[src/rtl/apr_pkg.sv]
`default_nettype none
// ----------------------------------------------------------------------------
// Aging page replacement package
// Shared constants, sizes and the controller state type.
// ----------------------------------------------------------------------------
package apr_pkg;

    // Built capacity and page width defaults
    localparam int MAX_FRAMES_DEF = 16;
    localparam int PAGE_BITS_DEF  = 20;

    // Configuration register
    localparam int          CFG_W          = 5;
    localparam logic [4:0]  FRAMES_RST     = 5'd16;

    // Age byte
    localparam int          AGE_W          = 8;
    localparam logic [7:0]  AGE_NEW        = 8'h80;

    // Result field widths
    localparam int          SLOT_OUT_W     = 4;
    localparam int          COUNT_W        = 32;

    // Controller states
    typedef enum logic [1:0] {
        S_IDLE,
        S_SCAN,
        S_FINISH,
        S_PUSH
    } t_state;

endpackage : apr_pkg
`default_nettype wire

[src/rtl/apr_frame_mem.sv]
`default_nettype none
// ----------------------------------------------------------------------------
// Frame table memory
// One write port and one registered read port; holds page and age per slot.
// ----------------------------------------------------------------------------
module apr_frame_mem
    import apr_pkg::*;
#(
    parameter int DEPTH = MAX_FRAMES_DEF,
    parameter int WIDTH = PAGE_BITS_DEF + AGE_W,
    parameter int ADDR_W = (DEPTH > 1) ? $clog2(DEPTH) : 1
) (
    input  wire logic              i_clk,
    input  wire logic              i_wr_en,
    input  wire logic [ADDR_W-1:0] i_wr_addr,
    input  wire logic [WIDTH-1:0]  i_wr_data,
    input  wire logic [ADDR_W-1:0] i_rd_addr,
    output logic [WIDTH-1:0]       o_rd_data
);

    logic [WIDTH-1:0] r_mem [DEPTH];

    // Write entry
    always_ff @(posedge i_clk) begin
        if (i_wr_en) begin
            r_mem[i_wr_addr] <= i_wr_data;
        end
    end

    // Registered read
    always_ff @(posedge i_clk) begin
        o_rd_data <= r_mem[i_rd_addr];
    end

endmodule : apr_frame_mem
`default_nettype wire

[src/rtl/aging_page_replacement.sv]
`default_nettype none
// A reference beat is taken only in idle; the next one waits until the result of
// the last has been handed to the output register. The single frame-table memory
// is walked one slot a cycle to age, match and find the oldest slot. A result may
// wait at the output while the next beat is taken.
// Reset (synchronous, active low) empties the table, clears the replacement
// count and sets frames_in_use to 16; no clearing pass is needed.
// ----------------------------------------------------------------------------
// Aging page replacement
// Approximate LRU over a frame table with 8-bit reference ages.
// ----------------------------------------------------------------------------
module aging_page_replacement
    import apr_pkg::*;
#(
    parameter int MAX_FRAMES = MAX_FRAMES_DEF,
    parameter int PAGE_BITS  = PAGE_BITS_DEF,
    localparam int IN_W      = ((PAGE_BITS + 7) / 8) * 8,
    localparam int OUT_RAW_W = 1 + SLOT_OUT_W + 1 + PAGE_BITS + COUNT_W,
    localparam int OUT_W     = ((OUT_RAW_W + 7) / 8) * 8
) (
    input  wire logic             i_clk,
    input  wire logic             i_rst_n,
    // configuration
    input  wire logic             i_cfg_we,
    input  wire logic [CFG_W-1:0] i_cfg_wdata,   // frames_in_use
    // reference stream
    input  wire logic             s_axis_tvalid,
    output logic                  s_axis_tready,
    input  wire logic [IN_W-1:0]  s_axis_tdata,  // referenced page
    // result stream
    output logic                  m_axis_tvalid,
    input  wire logic             m_axis_tready,
    output logic [OUT_W-1:0]      m_axis_tdata   // hit, slot, evicted,
                                                 // evicted_page, replacement_count
);

    localparam int IDX_W  = (MAX_FRAMES > 1) ? $clog2(MAX_FRAMES) : 1;
    localparam int CNT_W  = $clog2(MAX_FRAMES + 1);
    localparam int CMP_W  = (CNT_W > CFG_W) ? CNT_W : CFG_W;
    localparam int SLW_W  = (IDX_W > SLOT_OUT_W) ? IDX_W : SLOT_OUT_W;
    localparam int ENT_W  = PAGE_BITS + AGE_W;

    // ------------------------------------------------------------------------
    // Registers
    // ------------------------------------------------------------------------
    t_state                 r_state, n_state;
    logic [CFG_W-1:0]       r_cfg;
    logic [CNT_W-1:0]       r_filled, n_filled;
    logic [COUNT_W-1:0]     r_total, n_total;
    logic [PAGE_BITS-1:0]   r_page, n_page;
    logic [CNT_W-1:0]       r_n, n_n;
    logic [CMP_W-1:0]       r_limit, n_limit;
    logic [IDX_W-1:0]       r_idx, n_idx;
    logic                   r_hit, n_hit;
    logic [IDX_W-1:0]       r_hit_slot, n_hit_slot;
    logic [AGE_W-1:0]       r_hit_age, n_hit_age;
    logic [IDX_W-1:0]       r_min_slot, n_min_slot;
    logic [AGE_W-1:0]       r_min_age, n_min_age;
    logic [PAGE_BITS-1:0]   r_min_page, n_min_page;
    logic [OUT_RAW_W-1:0]   r_res, n_res;
    logic                   r_out_valid, n_out_valid;
    logic [OUT_RAW_W-1:0]   r_out_data, n_out_data;

    // Memory ports
    logic                   mem_we;
    logic [IDX_W-1:0]       mem_wr_addr;
    logic [ENT_W-1:0]       mem_wr_data;
    logic [IDX_W-1:0]       mem_rd_addr;
    logic [ENT_W-1:0]       mem_rd_data;

    // Scan helpers
    logic [AGE_W-1:0]       rd_age_aged;
    logic [PAGE_BITS-1:0]   rd_page;
    logic                   scan_last;
    logic [CMP_W-1:0]       cfg_limit;
    logic [SLW_W-1:0]       res_slot_wide;
    logic                   res_hit;
    logic                   res_evicted;
    logic [PAGE_BITS-1:0]   res_evicted_page;
    logic [COUNT_W-1:0]     res_count;

    apr_frame_mem #(
        .DEPTH  (MAX_FRAMES),
        .WIDTH  (ENT_W),
        .ADDR_W (IDX_W)
    ) u_mem (
        .i_clk     (i_clk),
        .i_wr_en   (mem_we),
        .i_wr_addr (mem_wr_addr),
        .i_wr_data (mem_wr_data),
        .i_rd_addr (mem_rd_addr),
        .o_rd_data (mem_rd_data)
    );

    assign rd_page     = mem_rd_data[PAGE_BITS-1:0];
    assign rd_age_aged = mem_rd_data[ENT_W-1:PAGE_BITS] >> 1;
    assign scan_last   = (CNT_W'(r_idx) == (r_n - 1'b1));

    // Clamp the configured frame count to 1..MAX_FRAMES
    always_comb begin
        if (r_cfg == '0) begin
            cfg_limit = CMP_W'(1);
        end else if (CMP_W'(r_cfg) > CMP_W'(MAX_FRAMES)) begin
            cfg_limit = CMP_W'(MAX_FRAMES);
        end else begin
            cfg_limit = CMP_W'(r_cfg);
        end
    end

    // Configuration register
    always_ff @(posedge i_clk) begin
        if (!i_rst_n) begin
            r_cfg <= FRAMES_RST;
        end else if (i_cfg_we) begin
            r_cfg <= i_cfg_wdata;
        end
    end

    // ------------------------------------------------------------------------
    // Next state, memory access and result
    // ------------------------------------------------------------------------
    always_comb begin
        n_state       = r_state;
        n_filled      = r_filled;
        n_total       = r_total;
        n_page        = r_page;
        n_n           = r_n;
        n_limit       = r_limit;
        n_idx         = r_idx;
        n_hit         = r_hit;
        n_hit_slot    = r_hit_slot;
        n_hit_age     = r_hit_age;
        n_min_slot    = r_min_slot;
        n_min_age     = r_min_age;
        n_min_page    = r_min_page;
        n_res         = r_res;
        n_out_valid   = r_out_valid;
        n_out_data    = r_out_data;

        mem_we        = 1'b0;
        mem_wr_addr   = r_idx;
        mem_wr_data   = {rd_age_aged, rd_page};
        mem_rd_addr   = r_idx + 1'b1;

        res_hit          = 1'b0;
        res_slot_wide    = '0;
        res_evicted      = 1'b0;
        res_evicted_page = '0;
        res_count        = r_total;

        s_axis_tready = (r_state == S_IDLE);

        // Drop the output beat once taken
        if (r_out_valid && m_axis_tready) begin
            n_out_valid = 1'b0;
        end

        unique case (r_state)
            S_IDLE: begin
                mem_rd_addr = '0;
                if (s_axis_tvalid) begin
                    n_page  = s_axis_tdata[PAGE_BITS-1:0];
                    n_n     = r_filled;
                    n_limit = cfg_limit;
                    n_idx   = '0;
                    n_hit   = 1'b0;
                    n_state = (r_filled == '0) ? S_FINISH : S_SCAN;
                end
            end

            S_SCAN: begin
                // Age this slot and write it back
                mem_we = 1'b1;
                // Track first match
                if (!r_hit && rd_page == r_page) begin
                    n_hit      = 1'b1;
                    n_hit_slot = r_idx;
                    n_hit_age  = rd_age_aged;
                end
                // Track first smallest age
                if (r_idx == '0 || rd_age_aged < r_min_age) begin
                    n_min_slot = r_idx;
                    n_min_age  = rd_age_aged;
                    n_min_page = rd_page;
                end
                if (scan_last) begin
                    n_state = S_FINISH;
                end else begin
                    n_idx = r_idx + 1'b1;
                end
            end

            S_FINISH: begin
                mem_we = 1'b1;
                if (r_hit) begin
                    mem_wr_addr   = r_hit_slot;
                    mem_wr_data   = {r_hit_age | AGE_NEW, r_page};
                    res_hit       = 1'b1;
                    res_slot_wide = SLW_W'(r_hit_slot);
                end else if (CMP_W'(r_n) < r_limit) begin
                    // Fill the next empty slot
                    mem_wr_addr   = r_n[IDX_W-1:0];
                    mem_wr_data   = {AGE_NEW, r_page};
                    res_slot_wide = SLW_W'(r_n[IDX_W-1:0]);
                    n_filled      = r_n + 1'b1;
                end else begin
                    // Replace the oldest slot
                    mem_wr_addr      = r_min_slot;
                    mem_wr_data      = {AGE_NEW, r_page};
                    res_slot_wide    = SLW_W'(r_min_slot);
                    res_evicted      = 1'b1;
                    res_evicted_page = r_min_page;
                    res_count        = r_total + 1'b1;
                    n_total          = r_total + 1'b1;
                end
                n_res   = {res_count, res_evicted_page, res_evicted,
                           res_slot_wide[SLOT_OUT_W-1:0], res_hit};
                n_state = S_PUSH;
            end

            S_PUSH: begin
                // Hand the result to the output register when it is free
                if (!r_out_valid || m_axis_tready) begin
                    n_out_valid = 1'b1;
                    n_out_data  = r_res;
                    n_state     = S_IDLE;
                end
            end

            default: begin
                n_state = S_IDLE;
            end
        endcase
    end

    // State and control registers
    always_ff @(posedge i_clk) begin
        if (!i_rst_n) begin
            r_state     <= S_IDLE;
            r_filled    <= '0;
            r_total     <= '0;
            r_out_valid <= 1'b0;
            r_hit       <= 1'b0;
            r_idx       <= '0;
            r_n         <= '0;
        end else begin
            r_state     <= n_state;
            r_filled    <= n_filled;
            r_total     <= n_total;
            r_out_valid <= n_out_valid;
            r_hit       <= n_hit;
            r_idx       <= n_idx;
            r_n         <= n_n;
        end
    end

    // Payload registers
    always_ff @(posedge i_clk) begin
        r_page     <= n_page;
        r_limit    <= n_limit;
        r_hit_slot <= n_hit_slot;
        r_hit_age  <= n_hit_age;
        r_min_slot <= n_min_slot;
        r_min_age  <= n_min_age;
        r_min_page <= n_min_page;
        r_res      <= n_res;
        r_out_data <= n_out_data;
    end

    assign m_axis_tvalid = r_out_valid;
    assign m_axis_tdata  = OUT_W'(r_out_data);

endmodule : aging_page_replacement
`default_nettype wire

[config.mk]
export PLATFORM = sky130hd
export DESIGN_NAME = aging_page_replacement
export DESIGN_NICKNAME = d
export VERILOG_FILES = /design/src/rtl/apr_pkg.sv /design/src/rtl/apr_frame_mem.sv /design/src/rtl/aging_page_replacement.sv
export SDC_FILE = /design/constraint.sdc
export NUM_CORES = 1
export LEC_CHECK = 0
export ABC_AREA = 1
export BUFFER_PORTS_ARGS = -buffer_cell sky130_fd_sc_hd__buf_2
export CAP_MARGIN = 10
export CORE_MARGIN = 4
export CORE_UTILIZATION = 35
export DETAILED_ROUTE_END_ITERATION = 16
export GPL_TIMING_DRIVEN = 1
export PLACE_DENSITY = 0.58
export SLEW_MARGIN = 20
export SYNTH_ARGS = -nofsm -noshare
export SYNTH_HDL_FRONTEND = slang
export SYNTH_SLANG_ARGS = --single-unit
[constraint.sdc]
create_clock -name i_clk -period 6.56 [get_ports i_clk]
set_input_delay 0.984 -clock i_clk [delete_from_list [all_inputs] [get_ports i_clk]]
set_output_delay 0.984 -clock i_clk [all_outputs]
set_load 0.02 [all_outputs]
Yosys cells after proc, flatten, opt, wreduce, memory -nomap -nowiden
Memory sizes are Yosys's and may differ from the RTL's. A register that Yosys moved wholly into a read port is not among the register bits.
Cells that the tools add are included.
Widths: inputs -> output; s select.
{ "word_totals": {"reg_bits": 238, "ramBits": 448, "inputBits": 34, "out_inout_bits": 66, "wordCells": 89, "memories": 1} }
{ "op_classes": {"add_sub_neg": 4, "order_cmp": 3, "n_eq_ne": 10, "muxes": 28, "n_bitwise": 1, "reduce_logical": 22} }
{ "memory_table": {"columns": ["name", "depth", "width", "read_ports", "rd_ports_with_merged_regs", "wr", "line_no", "rtl"], "rows": [
  ["u_mem.r_mem", 16, 28, 1, 1, 1, "apr_frame_mem.sv:21", "logic [WIDTH-1:0] r_mem [DEPTH];"]
]} }
{ "ops": {"columns": ["operator", "n"], "rows": [
  ["$mux 32", 2],
  ["$add 32x1->32 const B", 1],
  ["$mux 28", 1],
  ["$mux 27", 1],
  ["$mux 4", 6],
  ["$eq 20x20->1", 1],
  ["$reduce_and 3->1", 4],
  ["$logic_not 5->1", 2],
  ["$mux 1", 10],
  ["$ne 2x2->1 const B", 5],
  ["$mux 2", 4],
  ["$pmux 2 s4", 1],
  ["$pmux 4 s2", 1],
  ["$reduce_and 2->1", 4],
  ["$lt 7x7->1", 1],
  ["$reduce_or 2->1", 3],
  ["$add 5x1->5 const B", 1],
  ["$eq 4x5->1", 1],
  ["$gt 5x5->1 const B", 1],
  ["$lt 5x5->1", 1],
  ["$mux 5", 1],
  ["$sub 5x1->5 const B", 1],
  ["$add 4x1->4 const B", 1],
  ["$eq 2x2->1 const B", 2],
  ["other kinds (9)", 12]
]} }

Longest topological paths before layout
{ "logic_depth": {"word_depth": 5, "mapped_depth": 15, "ltp_nobuf": 13} }

By module
From an unflattened synthesis, not the netlist that was laid out.
{ "unflattened": {"hier_cells": 2861, "hier_area_um2": 30160.2} }
{ "modules_own_cells": {"columns": ["module", "instances", "cells_each", "area_each_um2", "seq_area_each_um2"], "rows": [
  ["apr_frame_mem", 1, 1858, 19779.0, 14013.4],
  ["aging_page_replacement", 1, 1003, 10381.2, 6596.3]
]} }

Least setup slack after synthesis
OpenSTA, ideal clock, no wires.
{ "synth_timing": {"kind": "reg-to-reg", "startpoint": "reg r_state[0]", "endpoint": "mem u_mem.r_mem[12][0] (netlist name) (enable)", "setup_ps": 411, "arrival_ps": 4179, "required_time_ps": 6149, "path_slack_ps": 1970, "stages_incl_launch_ff": 9, "path_buffers": 2, "synth_period_minus_slack_ps": 4590, "path_cell_list": "dfxtp_1 -> inv_1 -> ha_1 -> buf_2 -> buf_1 -> nand2_1 -> nand2_1 -> nand3_1 -> nor2_1"} }
{ "synth_between": {"elab_chain_cells": 5, "elab_cells_between_ends": 7, "cone_classes": "eq/ne (2); mux (4); reduce/logical (1)"} }
{ "synth_rtl": {"columns": ["element", "line_no", "rtl"], "rows": [
  ["from (decl)", "aging_page_replacement.sv:46", "t_state r_state, n_state;"],
  ["from (signal assigned)", "aging_page_replacement.sv:247", "r_state <= n_state;"],
  ["$eq 2x2->1 or $eq 2x1->1 (tied branches)", "aging_page_replacement.sv:158", "unique case (r_state)"],
  ["$reduce_or 2->1 (no source line)", null, null],
  ["$mux 1", "aging_page_replacement.sv:158", null],
  ["$mux 1", "apr_frame_mem.sv:25", "if (i_wr_en) begin"],
  ["$mux 1 (implied by the code)", "apr_frame_mem.sv:26", "r_mem[i_wr_addr] <= i_wr_data;"],
  ["to (decl)", "apr_frame_mem.sv:21", null]
]} }
Several ways; a longest one is shown, not always the timed one.

Worst setup path after layout
{ "layout_timing": {"startpoint": "reg r_idx[0]", "endpoint": "reg u_mem.o_rd_data[12] (read register of u_mem.r_mem)"} }
{ "layout_between": {"elab_chain_cells": 2} }
{ "layout_rtl": {"columns": ["element", "line_no", "rtl"], "rows": [
  ["from (decl)", "aging_page_replacement.sv:53", "logic [IDX_W-1:0] r_idx, n_idx;"],
  ["from (signal assigned)", "aging_page_replacement.sv:252", "r_idx <= n_idx;"],
  ["$add 4x1->4", "aging_page_replacement.sv:143", "mem_rd_addr = r_idx + 1'b1;"],
  ["$mux 4", "aging_page_replacement.sv:158", null],
  ["to (decl)", "apr_frame_mem.sv:18", "output logic [WIDTH-1:0] o_rd_data"]
]} }
Every way passes these cells.
A chain may end at the register's enable or synchronous reset.

==> results by group <==
Synth
  • Netlist Area Pre-Place: 0.0281 mm2
  • Post-synth ARST share: 0%
  • Gate count after technology mapping: 2280
  • Number of synthesized register bits: 696
  • Sequential fraction of the synthesis area: 71.5%
  • Post-synth EDFFs: 614
  • Synth Flop Type: edfxtp_1
  • Yosys warns: 0
  • Syn avg cell area: 12.3 um2
  • Synth unique cells: 42

Final layout
  • Nets: 2419
  • Sequential cell area: 0.0201 mm2
  • Layout area overhead: 14.0%
  • Fill cells: 7356
  • Layout Utilization: 40.4%
  • Commonest non-fill, non-tap cell in the layout: edfxtp_1
  • Share of layout cells above drive strength 1: 12.1%
  • Area occupied by multi-input gates: 0.00667 mm2
  • Most frequent cells in the layout: edfxtp_1, nand2_1, o21ai_0, inv_1, nor2_1

Clock network
  • Num CTS Buffers: 72
  • Hold buffers post-CTS: 0
  • H-tree Lvls: 3
  • CTS tree: done
  • Worst-path clk slew: 0.06 ns
  • Post-CTS Setup Bufs: 0
  • Clock Path Buffers: 3
  • Clock Sinks: 696
  • Skew-Pair Late Insertion Delay: 0.61 ns
  • Clk root buf: clkbuf_16
  • Post-CTS Resized: 0

Die
  • Die area: 0.0848 mm2
  • Die H: 291 um
  • Die W: 291 um
  • Starting density of the core: 35.4%
  • Io pins: 100
  • Placeable Area: 0.0793 mm2
  • FP Rows: 103

Setup path
  • Cell depth of the worst flop-to-flop path: 9
  • CP Class: flop to flop
  • CP Launch Type: flop
  • Worst setup EP type: flop
  • Worst Path Max Fanout: 114
  • FF-to-FF Start: r_idx[0]
  • Worst reg2reg endpoint: u_mem.o_rd_data[12]
  • Required @ worst endpoint: 7.08 ns
  • Reg2reg setup slack: 2.48 ns
  • Worst Path Arrival: 4.60 ns

Timing
  • Maximum clock frequency: 0.245 GHz
  • Slew Limit Fails: 0
  • Slew headroom: 29.0%
  • RSZ-0062 raised after global routing: false
  • Setup Total Neg Slack: 0 ns
  • Final period util: 62.2%
  • Fin Clk Skew: 0.0291 ns
  • Final Critical Period: 4.08 ns
  • Endpoints failing setup: 0
  • Worst slew pin tran: 1.06 ns
  • Hold Vio Cnt, Final: 0

Routing
  • Post-route ant nets: 0
  • Wire length per cell: 19.7 um
  • Vias per std cell: 5.09
  • Total wire length: 68500 um
  • DRT Pass-1 Iters: 5
  • DRC: 0
  • Initial DRC count: 1330
  • Via count: 17667

Worst hold path
  • WHS Endpoint: r_out_data[24]
  • Hold/Removal Path Class: flop to flop
  • WHS Path Cells: 0
  • Hold Path Origin: r_res[24]

Pwr
  • Pwr Density: 463 mW/mm2
  • Max VDD drop: 359 uV
  • Pleak: 11.3 nW

Flow run
  • Max_cap viols: 0

Place
  • Gp weighted congestion: 0.805
  • DP HPWL: 38200 um
  • Number of port buffers: 89

Global route
  • Gr usage total: 15.8%
  • Initial antenna violation count: 1
  • First-pass GRT wire length: 105000 um
  • Vias in the first global route: 17566
  • Largest net degree at the start of global routing: 139
  • GRT Residual Overflow: 0

Status
  • Status: finished, final reports clean
==> logic make-up (layout without fill, tap and decap cells) <==
| group | Yosys count | count (layout) | share of synthesized area [%] |
|---|---|---|---|
| multiplexers | 38 | 38 | 1.35 |
| other | 1 | 7 | 0.0134 |
| adder cells (fa/ha/maj) | 21 | 21 | 0.935 |
| buffers and inverters | 365 | 500 | 5.43 |
| flip-flops | 696 | 696 | 71.5 |
| AO/OA/AOI/OAI | 438 | 438 | 9.02 |
| AND/OR/NAND/NOR | 690 | 690 | 10.8 |
| XOR/XNOR | 31 | 31 | 0.993 |
==> how the worst max path moves through the flow <==
stage          startpoint             endpoint  cells after the start
6_report         r_idx[0]  u_mem.o_rd_data[12]                      9
5_1_grt          r_idx[0]  u_mem.o_rd_data[13]                      9
4_1_cts          r_idx[0]  u_mem.o_rd_data[12]                      9
3_5_place_dp     r_idx[0]  u_mem.o_rd_data[12]                      9
3_3_place_gp     r_idx[0]   u_mem.o_rd_data[9]                      9
2_1_floorplan  r_state[0]   u_mem.r_mem[12][0]                      8
==> final cells by class <==
class                      instances  area share, %
sequential                       696           62.7
tap                             1050           4.10
inverter                         235           2.76
timing repair buffer             135           2.55
multi-input combinational       1224           20.8
clock inverter                    38           1.03
clock buffer                      92           6.02
antenna                            1        0.00781
==> registers in the layout, indices dropped and copies added, names as in the netlist <==
| register | flops |
|---|---|
| m_axis_tvalid | 1 |
| r_cfg | 5 |
| r_filled | 5 |
| r_hit | 1 |
| r_hit_age | 6 |
| r_hit_slot | 4 |
| r_idx | 4 |
| r_limit | 5 |
| r_min_age | 7 |
| r_min_page | 20 |
| r_min_slot | 4 |
| r_n | 5 |
| r_out_data | 58 |
| r_page | 20 |
| r_res | 58 |
| r_state | 2 |
| r_total | 32 |
| u_mem.o_rd_data | 27 |
| u_mem.r_mem | 432 |
==> stage by stage <==
| stage | hold slack, ns | worst slack [ns] | power (mW) | std cells | cell area (um2) |
|---|---|---|---|---|---|
| floorplan | 0.400 | 1.97 | 9.54 | 2285 | 28100 |
| global placement | 0.400 | 2.59 | 10.9 | 3340 | 29800 |
| detailed placement | 0.405 | 2.53 | 11.0 | 3340 | 29800 |
| CTS | 0.413 | 2.50 | 15.0 | 3470 | 32000 |
| global route | 0.420 | 2.19 | 15.7 | 3470 | 32000 |
| finish | 0.407 | 2.48 | 14.8 | 3471 | 32000 |
==> cells in the mapped netlist (3+ instances only) <==
cell | n | area [um2]
inv_2 | 9 | 33.8
nor2_4 | 6 | 67.6
mux2i_1 | 38 | 380
nand2_2 | 3 | 18.8
o221ai_1 | 70 | 613
or2_2 | 5 | 31.3
buf_6 | 4 | 45.0
dfxtp_1 | 82 | 1640
nor3_1 | 113 | 566
inv_1 | 225 | 845
xnor2_1 | 9 | 78.8
ha_1 | 21 | 263
o21bai_1 | 3 | 22.5
edfxtp_1 | 614 | 18400
a21oi_1 | 48 | 240
nand2_1 | 305 | 1140
o21ai_0 | 235 | 1180
nand3_1 | 89 | 445
xor2_1 | 21 | 184
nor2_1 | 131 | 492
clkbuf_1 | 45 | 169
buf_4 | 15 | 113
o21ai_1 | 37 | 185
o22ai_1 | 34 | 213
nor4_1 | 3 | 18.8
nand3_2 | 3 | 30.0
buf_2 | 55 | 275
nor2_2 | 9 | 56.3
o211ai_1 | 8 | 60.1
nand4_1 | 19 | 119
buf_1 | 10 | 37.5
==> critical path, stage by stage (launching register included) <==
cell and delay [ns]:
dfxtp_4 0.92, inv_2 0.51, ha_1 0.48, nand2_2 0.13, inv_4 0.67, buf_12 0.41, o21ai_0 0.17, o22ai_1 0.18
o21ai_0 0.09, o21ai_1 0.22
==> power by group <==
| part | leakage, nW | switching, mW | internal, mW |
|---|---|---|---|
| sequential | 6.28 | 0.416 | 6.23 |
| clock | 1.09 | 1.67 | 2.28 |
| combinational | 3.98 | 3.06 | 1.19 |
| total | 11.3 | 5.15 | 9.70 |
==> routing by layer <==
layer,track usage [%],part of all wire [%],routed length [um],up-vias
li1,-,-,-,8307
met1,20.1,42,29000,8707
met2,27.8,50,34100,553
met3,2.56,5.8,4010,100
met4,4.81,2.1,1410,0
met5,0,0,0,-
Note: power is estimated with default switching activity, not from simulation.
